<file path="config.mk">
export PLATFORM = sky130hd
export DESIGN_NAME = daily_alarm_table_with_output_timer_core
export DESIGN_NICKNAME = d
export VERILOG_FILES = /design/src/design/datot_pkg.sv /design/src/design/datot_dp.sv /design/src/design/datot_ctrl.sv /design/src/design/daily_alarm_table_with_output_timer_core.sv
export SDC_FILE = /design/constraint.sdc
export NUM_CORES = 2
export LEC_CHECK = 0
export ABC_AREA = 1
export BUFFER_PORTS_ARGS = -buffer_cell sky130_fd_sc_hd__buf_2
export CAP_MARGIN = 20
export CORE_AREA = 3 3 339 341
export CTS_CLUSTER_SIZE = 12
export DETAILED_ROUTE_END_ITERATION = 10
export DIE_AREA = 0 0 342 344
export GPL_ROUTABILITY_DRIVEN = 0
export PLACE_DENSITY = 0.64
export SYNTH_ARGS = -nofsm -noshare
export SYNTH_HDL_FRONTEND = slang
export SYNTH_SLANG_ARGS = --single-unit
</file>
<file path="constraint.sdc">
create_clock -name i_clk -period 7 [get_ports i_clk]
set_clock_uncertainty 0.05 [all_clocks]
set_input_delay 1.4 -clock i_clk [delete_from_list [all_inputs] [get_ports i_clk]]
set_output_delay 1.4 -clock i_clk [all_outputs]
set_load 0.05 [all_outputs]
</file>
<file path="src/design/datot_pkg.sv">
// Shared types and constants for the daily alarm table with output timer.
// Used by datot_ctrl, datot_dp and the core top level; no dependencies.
`default_nettype none

package datot_pkg;

    localparam int IN_W  = 88;
    localparam int OUT_W = 48;

    localparam logic [2:0] MODE_ADD    = 3'd0;
    localparam logic [2:0] MODE_EDIT   = 3'd1;
    localparam logic [2:0] MODE_REMOVE = 3'd2;
    localparam logic [2:0] MODE_TEMP   = 3'd3;
    localparam logic [2:0] MODE_TICK   = 3'd4;
    localparam logic [2:0] MODE_HOLD   = 3'd5;

    localparam logic [2:0] ST_OK      = 3'd0;
    localparam logic [2:0] ST_FULL    = 3'd1;
    localparam logic [2:0] ST_DUP     = 3'd2;
    localparam logic [2:0] ST_MISSING = 3'd3;
    localparam logic [2:0] ST_HELD    = 3'd4;

    localparam logic [7:0] TEMP_ID_HI = 8'hFF;
    localparam logic [9:0] MS_PER_S   = 10'd1000;
    localparam logic [5:0] FIRE_WIN_S = 6'd5;

    typedef struct packed {
        logic [15:0] id;
        logic [4:0]  hour;
        logic [5:0]  minute;
        logic [15:0] dur;
        logic        en;
        logic        fired_vld;
        logic [4:0]  fired_day;
        logic [5:0]  fired_min;
    } t_entry;

    typedef struct packed {
        logic       load;
        logic       scan;
        logic       sh_init;
        logic       sh_rd;
        logic       sh_wr;
        logic       dec;
        logic       wr_new;
        logic       wr_edit;
        logic       wr_fire;
        logic       tick_end;
        logic       hold_we;
        logic       st_we;
        logic [2:0] st_code;
        logic       emit;
    } t_cmd;

    typedef struct packed {
        logic [2:0] mode;
        logic       full;
        logic       hold;
        logic       scan_hit;
        logic       scan_done;
        logic       sh_more;
        logic       out_free;
    } t_stat;

endpackage

`default_nettype wire

</file>
<file path="src/design/datot_dp.sv">
// Datapath: item latch, alarm table memory, scan/shift pointers, output timer
// and result register. Driven by datot_ctrl; uses datot_pkg.
`default_nettype none

module datot_dp
    import datot_pkg::*;
#(
    parameter int MAX_ENTRIES = 16
) (
    input  wire logic             i_clk,
    input  wire logic             i_rst_n,
    input  wire logic [IN_W-1:0]  i_s_tdata,
    input  wire logic [2:0]       i_s_tuser,
    input  wire logic             i_m_tready,
    input  wire t_cmd             i_cmd,
    output t_stat                 o_stat,
    output logic                  o_m_tvalid,
    output logic [OUT_W-1:0]      o_m_tdata
);

    localparam int CW = $clog2(MAX_ENTRIES + 1);
    localparam int AW = (MAX_ENTRIES > 1) ? $clog2(MAX_ENTRIES) : 1;
    localparam logic [CW-1:0] MAX_C = CW'(MAX_ENTRIES);

    logic [2:0]  r_mode;
    logic [15:0] r_id;
    logic [4:0]  r_hour;
    logic [5:0]  r_min;
    logic [5:0]  r_sec;
    logic [4:0]  r_day;
    logic [15:0] r_dur;
    logic        r_en;
    logic [31:0] r_now;

    t_entry          r_mem [MAX_ENTRIES];
    t_entry          r_rd_data;
    logic [AW-1:0]   r_rd_idx;
    logic            r_rd_vld;
    logic [CW-1:0]   r_idx;
    logic [CW-1:0]   r_count;
    logic [7:0]      r_temp;
    logic            r_out_act;
    logic [31:0]     r_out_end;
    logic            r_hold;
    logic [25:0]     r_prod;

    logic [2:0]      r_status;
    logic            r_fired;
    logic [15:0]     r_fired_id;
    logic [15:0]     r_assigned;

    logic             r_m_valid;
    logic [OUT_W-1:0] r_m_data;

    logic            w_scan_issue;
    logic            w_re;
    logic [AW-1:0]   w_ra;
    logic            w_we;
    logic [AW-1:0]   w_wa;
    t_entry          w_wd;
    logic [CW:0]     w_idx_inc;
    logic            w_id_match;
    logic            w_fire_match;
    logic            w_hit;
    logic [15:0]     w_new_id;
    logic [31:0]     w_end;
    logic            w_act;

    // Item latch
    always_ff @(posedge i_clk) begin
        if (i_cmd.load) begin
            r_mode <= i_s_tuser;
            r_id   <= i_s_tdata[15:0];
            r_hour <= i_s_tdata[20:16];
            r_min  <= i_s_tdata[26:21];
            r_sec  <= i_s_tdata[32:27];
            r_day  <= i_s_tdata[37:33];
            r_dur  <= i_s_tdata[53:38];
            r_en   <= i_s_tdata[54];
            r_now  <= i_s_tdata[86:55];
        end
    end

    // Table access
    always_comb begin
        w_idx_inc    = {1'b0, r_idx} + (CW + 1)'(1);
        w_scan_issue = i_cmd.scan && (r_idx < r_count);
        w_re         = w_scan_issue || i_cmd.sh_rd;
        w_ra         = i_cmd.sh_rd ? w_idx_inc[AW-1:0] : r_idx[AW-1:0];
        w_new_id     = (r_mode == MODE_TEMP) ? {TEMP_ID_HI, r_temp} : r_id;
        w_we         = i_cmd.wr_new || i_cmd.wr_edit || i_cmd.wr_fire || i_cmd.sh_wr;

        w_wa = r_rd_idx;
        w_wd = r_rd_data;
        if (i_cmd.wr_new) begin
            w_wa           = r_count[AW-1:0];
            w_wd.id        = w_new_id;
            w_wd.hour      = r_hour;
            w_wd.minute    = r_min;
            w_wd.dur       = r_dur;
            w_wd.en        = r_en;
            w_wd.fired_vld = 1'b0;
            w_wd.fired_day = '0;
            w_wd.fired_min = '0;
        end else if (i_cmd.wr_edit) begin
            w_wd.hour   = r_hour;
            w_wd.minute = r_min;
            w_wd.dur    = r_dur;
            w_wd.en     = r_en;
        end else if (i_cmd.wr_fire) begin
            w_wd.fired_vld = 1'b1;
            w_wd.fired_day = r_day;
            w_wd.fired_min = r_min;
        end else if (i_cmd.sh_wr) begin
            w_wa = r_idx[AW-1:0];
        end
    end

    always_ff @(posedge i_clk) begin
        if (w_we) begin
            r_mem[w_wa] <= w_wd;
        end
        if (w_re) begin
            r_rd_data <= r_mem[w_ra];
            r_rd_idx  <= w_ra;
        end
    end

    // Match logic on the entry just read
    always_comb begin
        w_id_match   = (r_rd_data.id == r_id);
        w_fire_match = r_rd_data.en
                    && !(r_rd_data.fired_vld && (r_rd_data.fired_day == r_day)
                         && (r_rd_data.fired_min == r_min))
                    && (r_rd_data.hour == r_hour) && (r_rd_data.minute == r_min)
                    && (r_sec < FIRE_WIN_S);
        w_hit        = (r_mode == MODE_TICK) ? w_fire_match : w_id_match;
    end

    always_ff @(posedge i_clk) begin
        if (i_cmd.load) begin
            r_idx <= '0;
        end else if (w_scan_issue) begin
            r_idx <= w_idx_inc[CW-1:0];
        end else if (i_cmd.sh_init) begin
            r_idx <= CW'(r_rd_idx);
        end else if (i_cmd.sh_wr) begin
            r_idx <= w_idx_inc[CW-1:0];
        end
        if (i_cmd.wr_fire) begin
            r_prod <= 26'(r_rd_data.dur) * 26'(MS_PER_S);
        end
    end

    // Output timer: fire sets the end time, then the off check
    always_comb begin
        w_end = r_fired ? (r_now + 32'(r_prod)) : r_out_end;
        w_act = r_fired || r_out_act;
    end

    always_ff @(posedge i_clk) begin
        if (!i_rst_n) begin
            r_rd_vld  <= 1'b0;
            r_count   <= '0;
            r_temp    <= '0;
            r_out_act <= 1'b0;
            r_out_end <= '0;
            r_hold    <= 1'b0;
            r_m_valid <= 1'b0;
        end else begin
            r_rd_vld <= w_scan_issue;
            if (i_cmd.wr_new) begin
                r_count <= r_count + CW'(1);
            end else if (i_cmd.dec) begin
                r_count <= r_count - CW'(1);
            end
            if (i_cmd.wr_new && (r_mode == MODE_TEMP)) begin
                r_temp <= r_temp + 8'd1;
            end
            if (i_cmd.tick_end) begin
                r_out_end <= w_end;
                r_out_act <= w_act && !(r_now >= w_end);
            end
            if (i_cmd.hold_we) begin
                r_hold <= r_en;
            end
            if (i_cmd.emit) begin
                r_m_valid <= 1'b1;
            end else if (i_m_tready) begin
                r_m_valid <= 1'b0;
            end
        end
    end

    // Result fields
    always_ff @(posedge i_clk) begin
        if (i_cmd.load) begin
            r_status   <= ST_OK;
            r_fired    <= 1'b0;
            r_fired_id <= '0;
            r_assigned <= '0;
        end else begin
            if (i_cmd.st_we) begin
                r_status <= i_cmd.st_code;
            end
            if (i_cmd.wr_new && (r_mode == MODE_TEMP)) begin
                r_assigned <= w_new_id;
            end
            if (i_cmd.wr_fire) begin
                r_fired    <= 1'b1;
                r_fired_id <= r_rd_data.id;
            end
        end
        if (i_cmd.emit) begin
            r_m_data <= {6'd0, r_assigned, r_fired_id, r_fired, r_out_act,
                         5'(r_count), r_status};
        end
    end

    always_comb begin
        o_stat.mode      = r_mode;
        o_stat.full      = (r_count >= MAX_C);
        o_stat.hold      = r_hold;
        o_stat.scan_hit  = r_rd_vld && w_hit;
        o_stat.scan_done = !r_rd_vld && !(r_idx < r_count);
        o_stat.sh_more   = (w_idx_inc < {1'b0, r_count});
        o_stat.out_free  = !r_m_valid || i_m_tready;
    end

    assign o_m_tvalid = r_m_valid;
    assign o_m_tdata  = r_m_data;

`ifndef SYNTHESIS
    a_count_bound: assert property (@(posedge i_clk) disable iff (!i_rst_n)
        r_count <= MAX_C)
        else $error("entry count above table depth");

    a_new_not_full: assert property (@(posedge i_clk) disable iff (!i_rst_n)
        i_cmd.wr_new |-> (r_count < MAX_C))
        else $error("append into a full table");

    a_upd_in_range: assert property (@(posedge i_clk) disable iff (!i_rst_n)
        (i_cmd.wr_edit || i_cmd.wr_fire) |-> (CW'(r_rd_idx) < r_count))
        else $error("entry update beyond live entries");

    a_held_no_fire: assert property (@(posedge i_clk) disable iff (!i_rst_n)
        (i_cmd.emit && (r_status == ST_HELD)) |-> !r_fired)
        else $error("held tick reported a firing");
`endif

endmodule

`default_nettype wire

</file>
<file path="src/design/datot_ctrl.sv">
// Controller: one-hot sequencer for add, edit, remove, temporary add, tick
// and hold items. Commands datot_dp through t_cmd; uses datot_pkg.
`default_nettype none

module datot_ctrl
    import datot_pkg::*;
(
    input  wire logic  i_clk,
    input  wire logic  i_rst_n,
    input  wire logic  i_s_tvalid,
    output logic       o_s_tready,
    input  wire t_stat i_stat,
    output t_cmd       o_cmd
);

    typedef enum logic [6:0] {
        S_IDLE  = 7'b0000001,
        S_DISP  = 7'b0000010,
        S_SCAN  = 7'b0000100,
        S_SHRD  = 7'b0001000,
        S_SHWR  = 7'b0010000,
        S_TIMER = 7'b0100000,
        S_DONE  = 7'b1000000
    } t_state;

    t_state r_state;
    t_state n_state;

    always_comb begin
        n_state = r_state;
        o_cmd   = '0;
        case (r_state)
            S_IDLE: begin
                if (i_s_tvalid) begin
                    o_cmd.load = 1'b1;
                    n_state    = S_DISP;
                end
            end
            S_DISP: begin
                n_state = S_DONE;
                case (i_stat.mode)
                    MODE_ADD: begin
                        if (i_stat.full) begin
                            o_cmd.st_we   = 1'b1;
                            o_cmd.st_code = ST_FULL;
                        end else begin
                            n_state = S_SCAN;
                        end
                    end
                    MODE_EDIT, MODE_REMOVE: begin
                        n_state = S_SCAN;
                    end
                    MODE_TEMP: begin
                        if (i_stat.full) begin
                            o_cmd.st_we   = 1'b1;
                            o_cmd.st_code = ST_FULL;
                        end else begin
                            o_cmd.wr_new = 1'b1;
                        end
                    end
                    MODE_TICK: begin
                        if (i_stat.hold) begin
                            o_cmd.st_we   = 1'b1;
                            o_cmd.st_code = ST_HELD;
                        end else begin
                            n_state = S_SCAN;
                        end
                    end
                    MODE_HOLD: begin
                        o_cmd.hold_we = 1'b1;
                    end
                    default: begin
                    end
                endcase
            end
            S_SCAN: begin
                if (i_stat.scan_hit) begin
                    n_state = S_DONE;
                    case (i_stat.mode)
                        MODE_ADD: begin
                            o_cmd.st_we   = 1'b1;
                            o_cmd.st_code = ST_DUP;
                        end
                        MODE_EDIT: begin
                            o_cmd.wr_edit = 1'b1;
                        end
                        MODE_REMOVE: begin
                            o_cmd.sh_init = 1'b1;
                            n_state       = S_SHRD;
                        end
                        default: begin
                            o_cmd.wr_fire = 1'b1;
                            n_state       = S_TIMER;
                        end
                    endcase
                end else if (i_stat.scan_done) begin
                    n_state = S_DONE;
                    case (i_stat.mode)
                        MODE_ADD: begin
                            o_cmd.wr_new = 1'b1;
                        end
                        MODE_EDIT, MODE_REMOVE: begin
                            o_cmd.st_we   = 1'b1;
                            o_cmd.st_code = ST_MISSING;
                        end
                        default: begin
                            n_state = S_TIMER;
                        end
                    endcase
                end else begin
                    o_cmd.scan = 1'b1;
                end
            end
            S_SHRD: begin
                if (i_stat.sh_more) begin
                    o_cmd.sh_rd = 1'b1;
                    n_state     = S_SHWR;
                end else begin
                    o_cmd.dec = 1'b1;
                    n_state   = S_DONE;
                end
            end
            S_SHWR: begin
                o_cmd.sh_wr = 1'b1;
                n_state     = S_SHRD;
            end
            S_TIMER: begin
                o_cmd.tick_end = 1'b1;
                n_state        = S_DONE;
            end
            S_DONE: begin
                if (i_stat.out_free) begin
                    o_cmd.emit = 1'b1;
                    n_state    = S_IDLE;
                end
            end
            default: begin
                n_state = S_IDLE;
            end
        endcase
    end

    always_ff @(posedge i_clk) begin
        if (!i_rst_n) begin
            r_state <= S_IDLE;
        end else begin
            r_state <= n_state;
        end
    end

    assign o_s_tready = (r_state == S_IDLE);

endmodule

`default_nettype wire

</file>
<file path="src/design/daily_alarm_table_with_output_timer_core.sv">
// Top level of the daily alarm table with output timer.
// Instantiates datot_ctrl and datot_dp; uses datot_pkg.
//
// One item is taken at a time and answered with one result transfer. The table
// sits in a memory with separate read and write addresses that is walked one
// entry per cycle by the scan. Hold, held-tick, full and temporary-add items
// need no scan; add, edit and tick scan the live entries, and a remove that
// matches then moves each later entry down by one, with a read and a write for
// each. A result that waits on the receiver holds the sequencer in its done
// state. No clearing pass is needed after reset; the result register lets the
// next item start while a result still waits.
`default_nettype none

module daily_alarm_table_with_output_timer_core
    import datot_pkg::*;
#(
    parameter int MAX_ENTRIES = 16
) (
    input  wire logic             i_clk,
    input  wire logic             i_rst_n,
    input  wire logic             i_s_tvalid,
    output logic                  o_s_tready,
    // alarm_id[15:0] hour[20:16] minute[26:21] second[32:27] day[37:33]
    // duration_s[53:38] enable[54] now_ms[86:55], zero pad[87]
    input  wire logic [IN_W-1:0]  i_s_tdata,
    // mode[2:0]
    input  wire logic [2:0]       i_s_tuser,
    output logic                  o_m_tvalid,
    input  wire logic             i_m_tready,
    // status[2:0] entry_count[7:3] output_on[8] fired[9] fired_id[25:10]
    // assigned_id[41:26], zero pad[47:42]
    output logic [OUT_W-1:0]      o_m_tdata
);

    t_cmd  w_cmd;
    t_stat w_stat;

    datot_ctrl u_ctrl (
        .i_clk      (i_clk),
        .i_rst_n    (i_rst_n),
        .i_s_tvalid (i_s_tvalid),
        .o_s_tready (o_s_tready),
        .i_stat     (w_stat),
        .o_cmd      (w_cmd)
    );

    datot_dp #(
        .MAX_ENTRIES (MAX_ENTRIES)
    ) u_dp (
        .i_clk      (i_clk),
        .i_rst_n    (i_rst_n),
        .i_s_tdata  (i_s_tdata),
        .i_s_tuser  (i_s_tuser),
        .i_m_tready (i_m_tready),
        .i_cmd      (w_cmd),
        .o_stat     (w_stat),
        .o_m_tvalid (o_m_tvalid),
        .o_m_tdata  (o_m_tdata)
    );

endmodule

`default_nettype wire
</file>
Yosys cells after proc, flatten, opt, wreduce, memory -nomap -nowiden. Memories as Yosys holds them, arrays and structs flattened. A register that Yosys moved wholly into a read port is not among the register bits. Cells that the tools add are included.

Register bits after elaboration: 256. RAM bits: 896. Bits of input ports: 95. Output and inout port bits: 50. Word-level logic and storage cells: 156. Memories: 1.

Add/sub/neg operators: 5. $mul: 1. Magnitude comparators: 5. Equality and inequality tests: 20. Mux-type cells: 68. Reduce and logical (&&, ||, !) cells: 31.

Memory list: u_dp.r_mem (depth 16, width 56, rd ports 1, clocked after memory_dff 1, write ports 1, line datot_dp.sv:35) `t_entry r_mem [MAX_ENTRIES];`.

Operators with widths (number): $mux W7 (8); $pmux W7 S7 (1); $mux W4 (11); $mux W40 (1); $add A32 B26 Y32 (1); $ge A32 B32 Y1 (1); $mux W16 (2); $mux W32 (1); $mux W1 (28); $mux W28 (1); $mux W5 (5); $mux W12 (2); $mul A16 B7 Y23 const B (1); $pmux W7 S3 (1); $eq A16 B16 Y1 (1); $pmux W4 S2 (2); $pmux W7 S2 (1); $eq A6 B6 Y1 (2); $logic_and A1 B1 Y1 (11); $eq A5 B5 Y1 (2); $add A8 B1 Y8 const B (1); $eq A7 B1 Y1 const B (1); $eq A7 B2 Y1 const B (1); $eq A7 B3 Y1 const B (1); other kinds (27) (43).

Logic depth before layout (Yosys ltp).
Depth in word-level cells: 17. Gate-level depth with buffers: 23. Gate-level depth less buffers: 23.

Cells and area by module. Synthesis repeated with hierarchy kept, for this count alone.

Cell total of the unflattened synthesis: 4464. Area total of the unflattened synthesis: 53012.1 sq um.

By module, submodules not included: datot_dp (times used 1, cells each 4345, area an instance 52265.1 sq um, seq. area each 35163.7 sq um); datot_ctrl (times used 1, cells each 119, area an instance 747.0 sq um, seq. area each 140.1 sq um).

Worst setup path before layout. OpenSTA, ideal clock, no wires.

Kind: register -> register. Start point: register u_ctrl.r_state[6]. End point: register u_dp.r_day[0] (enable). Setup time: 489 ps. Arrival time: 5322 ps. Data required time: 6461 ps. Setup slack: 1138 ps. Stages on the path, launching flop included: 7. Buffers on the path: 1. Clock period less this slack: 5862 ps. Path through: dfxtp_1 -> nor2_1 -> nand2_1 -> nor4_1 -> nand2_1 -> inv_1 -> buf_1.

RTL lines: start, declared (line datot_ctrl.sv:26) `t_state r_state;`; start signal, assigned (line datot_ctrl.sv:147) `r_state <= n_state;`; end signal, assigned (line datot_dp.sv:77) `r_day <= i_s_tdata[37:33];`; end, declared (line datot_dp.sv:30) `logic [4:0] r_day;`.

Final worst setup path.
Start point: register u_dp.r_idx[0]. End point: register, netlist name u_dp.r_rd_data[2].

Cells in the longest elaborated chain, start to end: 8. Elaborated cells on any way between the ends: 13. Those cells by class: add/sub (1); order compare (2); mux (6); reduce/logical (4).

RTL lines: start, declared (line datot_dp.sv:39) `logic [CW-1:0] r_idx;`; start signal, assigned (line datot_dp.sv:144) `r_idx <= w_idx_inc[CW-1:0];`; start signal, assigned (line datot_dp.sv:146) `r_idx <= CW'(r_rd_idx);`; start signal, assigned (line datot_dp.sv:148) `r_idx <= w_idx_inc[CW-1:0];`; branches (longest 8 deep; another with $add A5 B1 Y6).

Parallel ways; which one is timed is not known. A chain may end at the register's enable or synchronous reset.

==> impl_metrics.csv <==
group,metric,value,unit
floorplan,start_util,0.500,
critical_path,setup.worst_path.start,"u_dp.r_idx[0]",
final_layout,final_cells,7319,
hold_path,hold_path.class,"flop to flop",
final_layout,antennaDiodeCount,0,
critical_path,crit_path_max_incr_delay,0.87,ns
route,drt-pass1-iter-count,6,
sta,max_freq,196,MHz
critical_path,ff2ff_setup_slack,1.90,ns
sta,hold_viol,0,
critical_path,crit_type,"flop to flop",
global_route,grt_pass1_vias,36566,
placement,pre_cts_ws,2.07,ns
route,antenna_left,0,
yosys,yosys-top-cells-count,"1176 x nand2_1, 1169 x inv_1, 1111 x edfxtp_1, 979 x nand3_1, 181 x nor2_1",
critical_path,path_buf_inv,4,
cts,cts_tree,"built",
power,p_per_area,237,nW/um2
cts,ctsHoldBuffers,0,
sta,fin_setup_tns,0,ns
yosys,synth_compound_gate_area_share,0.0322,
sta,setup_viol,0,
critical_path,arrival,5.50,ns
power,power_frac_comb,0.030,
sta,fin_crit,5.10,ns
yosys,yosysUniqueCellTypes,49,
floorplan,die_h,344,um
sta,finalMaxSlewViolations,0,
sta,post-route-period-util,0.728,
cts,clkTransAtPathRegs,0.06,ns
sta,worstMarginPinSlew,1.20,ns
final_layout,area_growth,12.1,%
placement,dpl-instance-area,58700,um2
critical_path,r2r-start,"u_dp.r_idx[0]",
placement,port-buffer-count,137,
cts,clock-root-buffer,"clkbuf_16",
critical_path,worstPathMaxFanout,160,
yosys,yosysWarningCount,0,
yosys,synth_cells,5588,
yosys,synth_area,56100,um2
sta,grt_setup_unrepaired,"no",
critical_path,cp.required,7.41,ns
global_route,grtUsageTotal,0.239,
route,routed_wl,141000,um
placement,dp_hpwl,73400,um
critical_path,crit_path_end,"u_dp.r_rd_data[2]",
yosys,synth_top_family_by_area,"simple AND/OR/NAND/NOR gates",
yosys,synthFlopType,"edfxtp_1",
run,drv_cap,0,
cts,cts_resized,0,
critical_path,cp_top_family,"simple AND/OR/NAND/NOR gates",
power,p_sw,3.12,mW
power,pwr-share-seq,0.534,
route,routedWlPerCell,19.3,um
route,viasPerCell,5.28,
yosys,synthMuxAreaShare,0.00125,
final_layout,final_cell_area,62900,um2
route,remaining_drc_errors,0,
critical_path,rr_worst_depth,17,
power,leakage,27.1,nW
sta,maxSlewHeadroom,0.200,
cts,cts.sinks,1208,
yosys,syn_avg_cell_area,10.0,um2
floorplan,io_pins,145,
floorplan,dieArea,118000,um2
yosys,synth_most_common_cell,"nand2_1",
yosys,synth_area_leaders,"edfxtp_1 59%, nand3_1 8.7%, nand2_1 7.9%",
cts,post-cts-setup-buffers,0,
sta,fin_ws,1.90,ns
final_layout,n_fill_cell,9409,
final_layout,fin_nets,5995,
run_status,run_status,"finished clean",
critical_path,setup.worst_path.end_class,"flop",
final_layout,drive_gt1_frac,0.0766,
critical_path,start_kind,"flop",
yosys,synth.top_cell.area_share,0.595,
yosys,synthSimpleGateAreaFrac,0.185,
floorplan,num_rows,123,
placement,dp.cells,7081,
yosys,synth_edf_count,1111,
global_route,grt_max_degree,192,
global_route,antenna_found_initial,0,
route,dr_total_vias,38662,
floorplan,die_width,342,um
yosys,synth_top_cell_by_area,"edfxtp_1",
power,peakVddDrop,232,uV
floorplan,coreArea,112000,um2
yosys,ys_seq_elements,1208,
yosys,synth_xor_xnor_area_share,0.00796,
power,p_int,11.8,mW
yosys,synthAdderAreaFrac,0.0470,
power,switching_share,0.209,
global_route,grt.overflow.total,0,
critical_path,reg2reg_to,"u_dp.r_rd_data[2]",
cts,cts_max_level,4,
yosys,yosysSeqAreaShare,0.629,
yosys,async_flop_share,0,
cts,numCtsBuffers,131,
critical_path,cpMaxStageDelayCell,"nand2_4",
power,power_frac_clock,0.436,
critical_path,cp.depth,17,
cts,clk_latency,0.73,ns
route,drtIter0Drc,3835,
cts,clk_path_buf_depth,3,
critical_path,critPathMostFrequentCell,"nand3_1",
global_route,grt_pass1_wl,214000,um
critical_path,cp_cell_sequence,"inv_2, nor2_2, xor2_1, inv_1, ha_1, a21oi_1, o211ai_1, inv_2, nand3_4, nand2_4, nand2_4, buf_12, nand2_1, nand3_1, nand3_1, nand3_1, nand2_1",
power,power,14.9,mW
## metal layers
metal	GRT usage	share of wire
met1	0.336	0.44
met2	0.384	0.46
met3	0.0382	0.079
met4	0.0752	0.025
met5	0	0
## state kept, by name (all words and copies together), names as in the netlist, 3 cells and up
| name | cells |
|---|---|
| u_ctrl.r_state | 7 |
| u_dp.r_status | 3 |
| u_dp.r_count | 5 |
| u_dp.r_out_end | 32 |
| u_dp.r_rd_data | 56 |
| u_dp.r_mode | 3 |
| u_dp.r_day | 5 |
| u_dp.r_rd_idx | 4 |
| u_dp.r_dur | 16 |
| u_dp.r_sec | 6 |
| u_dp.r_hour | 5 |
| u_dp.r_now | 32 |
| u_dp.r_prod | 23 |
| u_dp.r_assigned | 16 |
| u_dp.r_mem | 896 |
| u_dp.r_fired_id | 16 |
| u_dp.o_m_tdata | 42 |
| u_dp.r_temp | 8 |
| u_dp.r_idx | 5 |
| u_dp.r_min | 6 |
| u_dp.r_id | 16 |
## worst min-delay path by stage
| stage | from | endpoint | slack (ns) | depth (start not counted) |
|---|---|---|---|---|
| after floorplan | u_dp.r_fired_id[0] | u_dp.o_m_tdata[10] | 0.35 | 0 |
| after global placement | u_dp.r_fired_id[7] | u_dp.o_m_tdata[17] | 0.36 | 0 |
| after detailed placement | u_dp.r_fired_id[3] | u_dp.o_m_tdata[13] | 0.36 | 0 |
| after CTS | u_dp.r_fired_id[6] | u_dp.o_m_tdata[16] | 0.38 | 0 |
| after global routing | u_dp.r_fired_id[10] | u_dp.o_m_tdata[20] | 0.39 | 0 |
| final | u_dp.r_fired_id[6] | u_dp.o_m_tdata[16] | 0.37 | 0 |
## power groups by stage
stage,Sequential [mW],Clock [mW],Combinational (mW)
3_5_place_dp,8.11,0,0.451
2_1_floorplan,8.09,0,0.306
3_3_place_gp,8.11,0,0.443
6_report,7.96,6.50,0.454
4_1_cts,7.96,6.62,0.454
5_1_grt,7.96,6.90,0.515
## worst reg2reg max path: stages (launching register included)
cell and delay (ns):
dfxtp_1 0.54, inv_2 0.14, nor2_2 0.20, xor2_1 0.21, inv_1 0.10, ha_1 0.30
a21oi_1 0.07, o211ai_1 0.20, inv_2 0.09, nand3_4 0.18, nand2_4 0.45, nand2_4 0.90
buf_12 0.63, nand2_1 0.31, nand3_1 0.13, nand3_1 0.09, nand3_1 0.12, nand2_1 0.11
## cells by family (layout without fill, tap and decap cells)
kind of cell,Yosys count,after routing
buffers and inverters,1413,1639
AND/OR/NAND/NOR,2398,2398
flip-flops,1208,1208
AO/OA/AOI/OAI,333,333
other,1,6
XOR/XNOR,51,51
multiplexers,7,7
adder cells (fa/ha/maj),177,177
## cell usage in the layout (no fill, tap or decap), drive strengths merged, types with 7 or more instances in the layout
cell type / n
inv: 1180
nand2: 1177
edfxtp: 1111
nand3: 980
buf: 229
nor2: 183
clkbuf: 183
o21ai: 151
a21oi: 131
ha: 121
dfxtp: 97
fa: 56
clkinv: 45
xor2: 32
nor3: 23
xnor2: 19
nand4: 19
o211ai: 9
mux2i: 7
## through the flow
step	hold WS (ns)	utilization
floorplan	0.353	-
global placement	0.359	0.524
finish	0.374	0.560
global route	0.390	0.560
CTS	0.376	0.560
detailed placement	0.361	0.524
## cell type report
class / instances / area, um2 / share of cell area
timing repair buffer: 230 / 1650 / 0.0263
tap: 1500 / 1880 / 0.0299
clock buffer: 182 / 3700 / 0.0588
sequential: 1208 / 35300 / 0.562
multi-input combinational: 2972 / 15600 / 0.248
inverter: 1180 / 4440 / 0.0706
clock inverter: 47 / 334 / 0.00531
No activity file was read; power rests on OpenSTA's default activity.
